File: config.mk
export PLATFORM = sky130hd
export DESIGN_NAME = c3r_cell
export DESIGN_NICKNAME = d
export VERILOG_FILES = /design/src/c3r_pkg.sv /design/src/c3r_cell.sv
export SDC_FILE = /design/constraint.sdc
export NUM_CORES = 1
export LEC_CHECK = 0
export ABC_CLOCK_PERIOD_IN_PS = 6900
export CAP_MARGIN = 30
export CORE_MARGIN = 1.5
export CORE_UTILIZATION = 50
export CTS_CLUSTER_DIAMETER = 150
export CTS_CLUSTER_SIZE = 25
export DETAILED_ROUTE_END_ITERATION = 10
export DONT_BUFFER_PORTS = 1
export PLACE_DENSITY = 0.72
export SKIP_LAST_GASP = 1
export SLEW_MARGIN = 0
export SYNTH_ARGS = -nofsm -noshare
export SYNTH_HDL_FRONTEND = slang
export SYNTH_SLANG_ARGS = --single-unit
File: constraint.sdc
create_clock -name i_clk -period 6.9 [get_ports i_clk]
set_input_delay 0.345 -clock i_clk [delete_from_list [all_inputs] [get_ports i_clk]]
set_output_delay 0.345 -clock i_clk [all_outputs]
set_load 0.01 [all_outputs]
File: src/c3r_pkg.sv
package c3r_pkg;

    localparam int KERNEL_SIDE = 3;
    localparam int PIX_W       = 8;
    localparam int WGT_W       = 8;
    localparam int PROD_W      = PIX_W + 1 + WGT_W;   // unsigned pixel x signed weight
    localparam int COL_W       = PROD_W + 2;          // sum of one kernel column
    localparam int SUM_W       = COL_W + 1;           // sum of the whole kernel
    localparam int ACT_W       = 18;
    localparam int ACT_MAX     = 146880;
    localparam int CFG_IDX_W   = 2;
    localparam int CFG_DATA_W  = KERNEL_SIDE * WGT_W;
    localparam int SIZE_W      = 11;
    localparam int IN_TDATA_W  = ((PIX_W + 7) / 8) * 8;
    localparam int OUT_TDATA_W = ((ACT_W + 7) / 8) * 8;

    // configuration register indexes
    typedef enum logic [CFG_IDX_W-1:0] {
        REG_WEIGHTS_ROW0 = 2'd0,
        REG_WEIGHTS_ROW1 = 2'd1,
        REG_WEIGHTS_ROW2 = 2'd2,
        REG_IMAGE_SIZE   = 2'd3
    } t_cfg_reg;

    // one window column, index 0 is the top kernel row
    typedef logic [KERNEL_SIDE-1:0][PIX_W-1:0] t_pix_col;
    typedef logic [KERNEL_SIDE-1:0][WGT_W-1:0] t_wgt_col;

    typedef struct packed {
        logic shift;   // a pixel transaction enters the window
        logic adv;     // the product stage advances
    } t_cell_ctrl;

endpackage

File: src/c3r_cell.sv
// One window column: three pixels, their products with the matching weight
// column, and a link in the partial-sum chain across the window.
module c3r_cell (
    input  logic                                  i_clk,
    input  logic                                  i_rst_n,
    input  c3r_pkg::t_cell_ctrl                   i_ctrl,
    input  c3r_pkg::t_pix_col                     i_pix,
    input  c3r_pkg::t_wgt_col                     i_wgt,
    input  logic signed [c3r_pkg::SUM_W-1:0]      i_psum,
    output c3r_pkg::t_pix_col                     o_pix,
    output logic signed [c3r_pkg::SUM_W-1:0]      o_psum
);

    c3r_pkg::t_pix_col                      r_pix;
    logic signed [c3r_pkg::COL_W-1:0]       r_sum;
    logic signed [c3r_pkg::COL_W-1:0]       n_sum;
    logic signed [c3r_pkg::PROD_W-1:0]      prod [c3r_pkg::KERNEL_SIDE];

    always_comb begin
        n_sum = '0;
        for (int k = 0; k < c3r_pkg::KERNEL_SIDE; k++) begin
            prod[k] = $signed({1'b0, r_pix[k]}) * $signed(i_wgt[k]);
            n_sum   = n_sum + c3r_pkg::COL_W'(prod[k]);
        end
    end

    always_ff @(posedge i_clk) begin
        if (!i_rst_n) begin
            r_pix <= '0;
        end else if (i_ctrl.shift) begin
            r_pix <= i_pix;
        end
    end

    always_ff @(posedge i_clk) begin
        if (i_ctrl.adv) begin
            r_sum <= n_sum;
        end
    end

    assign o_pix  = r_pix;
    assign o_psum = i_psum + c3r_pkg::SUM_W'(r_sum);

endmodule

==> qor.yml <==
route:
  wl_met2_mm: 10.5
  met1Wirelength_mm: 8.53
  wl_met3_um: 950
  avgRoutedWirePerCell_um: 16.2
  vias: 6598
  wl_mm: 20.4
  viasPerCell: 5.22
  drcViolationCount: 0
  highest_layer: "met4"
  first_pass_iters: 6
  drtIter0Drc: 283
  ant_nets: 0
critical_path:
  r2r-end: "r_sum[15]"
  r2r_start: "o_pix[2]"
  cp-start-kind: "flop"
  critPathMaxFanout: 10
  crit_type: "flop to flop"
  end_kind: "flop"
  reg2reg_slack_ns: 0.45
  r2r_cells: 20
  worstPathArrival_ns: 6.56
  crit_required_ns: 7.01
layout:
  layout.nets: 1397
  final_common_cell: "inv_1"
  fillerInstances: 1685
  regArea_um2: 1050
  layout-area-overhead-vs-synth_pct: 4.38
  layout_common_cells: "255 x inv_1, 167 x fa_1, 130 x ha_1"
  layout-drive-gt1-share_pct: 1.36
  fin_util_pct: 53.3
  antennaDiodeCount: 0
  multi_input_area_um2: 7470
  instances_no_fill: 1263
power_and_ir_drop:
  p_leak_nw: 5.16
  switchingPower_mw: 1.89
  sw_frac_of_total_pct: 50.3
  ir_worst_vdd_mv: 0.382
  p_comb_share_pct: 80.1
  report.power.total_mw: 3.76
  clkPwrFrac_pct: 6.4
  intPower_mw: 1.87
  seq_power_share_pct: 13.4
  powerDensity_nw_per_um2: 378
global_routing:
  antenna_found_initial: 0
  grt_start_max_net_pins: 25
  grt_usage_pct: 22.1
  grt.overflow.total: 0
  grt_pass1_wl_mm: 34.3
  first_global_vias: 7010
floorplan:
  fp.dieH_um: 141
  die_area_um2: 19900
  rows: 50
  fp.dieW_um: 141
  core_area_um2: 18700
  io_pins: 116
  start_util_pct: 51.0
sta:
  clock-skew-final_ns: 0.00402
  rsz0062_at_grt: "false"
  slew_viol_final: 0
  whs_ns: 0.158
  period_needed_ns: 6.45
  min_period_over_period_pct: 93.4
  fin_tns_setup_ns: 0
  finalHoldViolations: 0
  max_slew_margin_pct: 60.5
  worst_pin_slew_ns: 0.592
  max_freq_ghz: 0.155
  setup_violations: 0
clock_tree:
  cts_buffers: 5
  ctsResizeCount: 0
  cts_tree: "yes"
  clockRootBuffer: "clkbuf_16"
  worstSkewPairLatency_ns: 0.30
  cts.clk_slew.worst_paths_ns: 0.07
  cts_setup_buffers: 0
  hold_buffers: 0
  htree_levels: 2
  clockBufferDepth: 2
  cts_num_sinks: 43
synthesis:
  syn_avg_cell_area_um2: 9.26
  netlist_area_um2: 9550
  synth_ff_type: "dfxtp_1"
  yosys_warnings: 0
  ys_seq_elements: 43
  syn-instance-count: 1031
  ys_async_sr_fraction_pct: 0
  synth_edf_count: 19
  yosysSeqAreaShare_pct: 11.0
  syn_nets: 1400
  ys_types: 48
min_path:
  hp-start: "i_ctrl[0]"
  hold_end: "r_sum[14]"
  min_path_cells: 0
  hold_class: "primary input to flop"
outcome:
  status: "completed"
placement:
  post-dp-hpwl_mm: 17.7
  dp.cells: 1255
  gp_congestion: 0.878
  portBuffers: 0
flow_run:
  drv_cap: 0
-- power by group through the flow --
stage | combinational, mW | clock [mW] | sequential, mW
6_report | 3.02 | 0.242 | 0.505
5_1_grt | 3.41 | 0.256 | 0.512
4_1_cts | 3.05 | 0.247 | 0.506
3_5_place_dp | 3.04 | 0 | 0.511
3_3_place_gp | 2.98 | 0 | 0.511
2_1_floorplan | 2.40 | 0 | 0.489
-- layout make-up --
class                           count  share of cell area (%)
Timing Repair Buffer                6                   0.452
Tap cell                          234                    2.94
Clock buffer                        6                    1.29
Inverter                          256                    9.64
Multi-Input combinational cell    716                    75.0
Clock inverter                      2                   0.138
Sequential cell                    43                    10.5
-- per-stage QoR --
| stage | setup WS, ns | cell area [um2] |
|---|---|---|
| final | 0.453 | 9960 |
| after global routing | 0.142 | 9960 |
| after CTS | 0.424 | 9960 |
| after detailed placement | 0.441 | 9820 |
| after global placement | 0.594 | 9820 |
| after floorplan | 0.822 | 9550 |
-- how the worst max path moves through the flow --
| stage | slack, ns | endpoint | cells past startpoint | from |
|---|---|---|---|---|
| 5_1_grt | 0.14 | r_sum[15] | 20 | o_pix[4] |
| 4_1_cts | 0.42 | r_sum[15] | 20 | o_pix[2] |
| 2_1_floorplan | 0.82 | r_sum[15] | 20 | o_pix[4] |
| 6_report | 0.45 | r_sum[15] | 20 | o_pix[2] |
| 3_3_place_gp | 0.59 | r_sum[15] | 19 | o_pix[4] |
| 3_5_place_dp | 0.44 | r_sum[15] | 20 | o_pix[2] |
-- flip-flops by register name, indices dropped and copies added (netlist names) --
| register | cells |
|---|---|
| r_sum | 19 |
| o_pix | 24 |
-- cells by family (layout without fill, tap and decap cells) --
logic type / count (synthesis) / in the layout / share of synthesized area, %
compound gates: 88 / 88 / 5.90
xor+xnor: 35 / 35 / 3.21
fa+ha+maj: 297 / 297 / 52.1
buf+inv: 272 / 270 / 10.7
flops: 43 / 43 / 11.0
mux: 24 / 24 / 2.52
simple gates: 272 / 272 / 14.6
-- routing by layer --
layer | vias up | global-route usage [%]
met5 | - | 0
met4 | 0 | 5.21
met3 | 25 | 3.80
met2 | 123 | 39.3
met1 | 3312 | 27.9
li1 | 3138 | -
-- synth_stat cells (14+ instances only) --
cell | n | area (um2)
a21oi_1 | 30 | 150
and2_1 | 98 | 613
clkbuf_1 | 14 | 52.6
dfxtp_1 | 24 | 480
edfxtp_1 | 19 | 571
fa_1 | 167 | 3340
ha_1 | 130 | 1630
inv_1 | 255 | 957
mux2i_1 | 24 | 240
nand2_1 | 89 | 334
nor2_1 | 33 | 124
nor2b_1 | 25 | 156
xnor2_1 | 27 | 236
-- critical path: stages, from the launching register on --
cell	delay, ns
dfxtp_1	0.60
nand2_1	0.15
fa_1	0.56
inv_1	0.05
fa_1	0.49
inv_1	0.06
fa_1	0.50
fa_1	0.51
inv_1	0.05
fa_1	0.54
inv_1	0.05
fa_1	0.47
inv_1	0.05
fa_1	0.44
ha_1	0.35
and2b_1	0.16
o2111ai_1	0.14
a31o_1	0.28
a31o_1	0.28
or4_1	0.41
o311ai_1	0.10
Power figures use the tool's default switching activity.
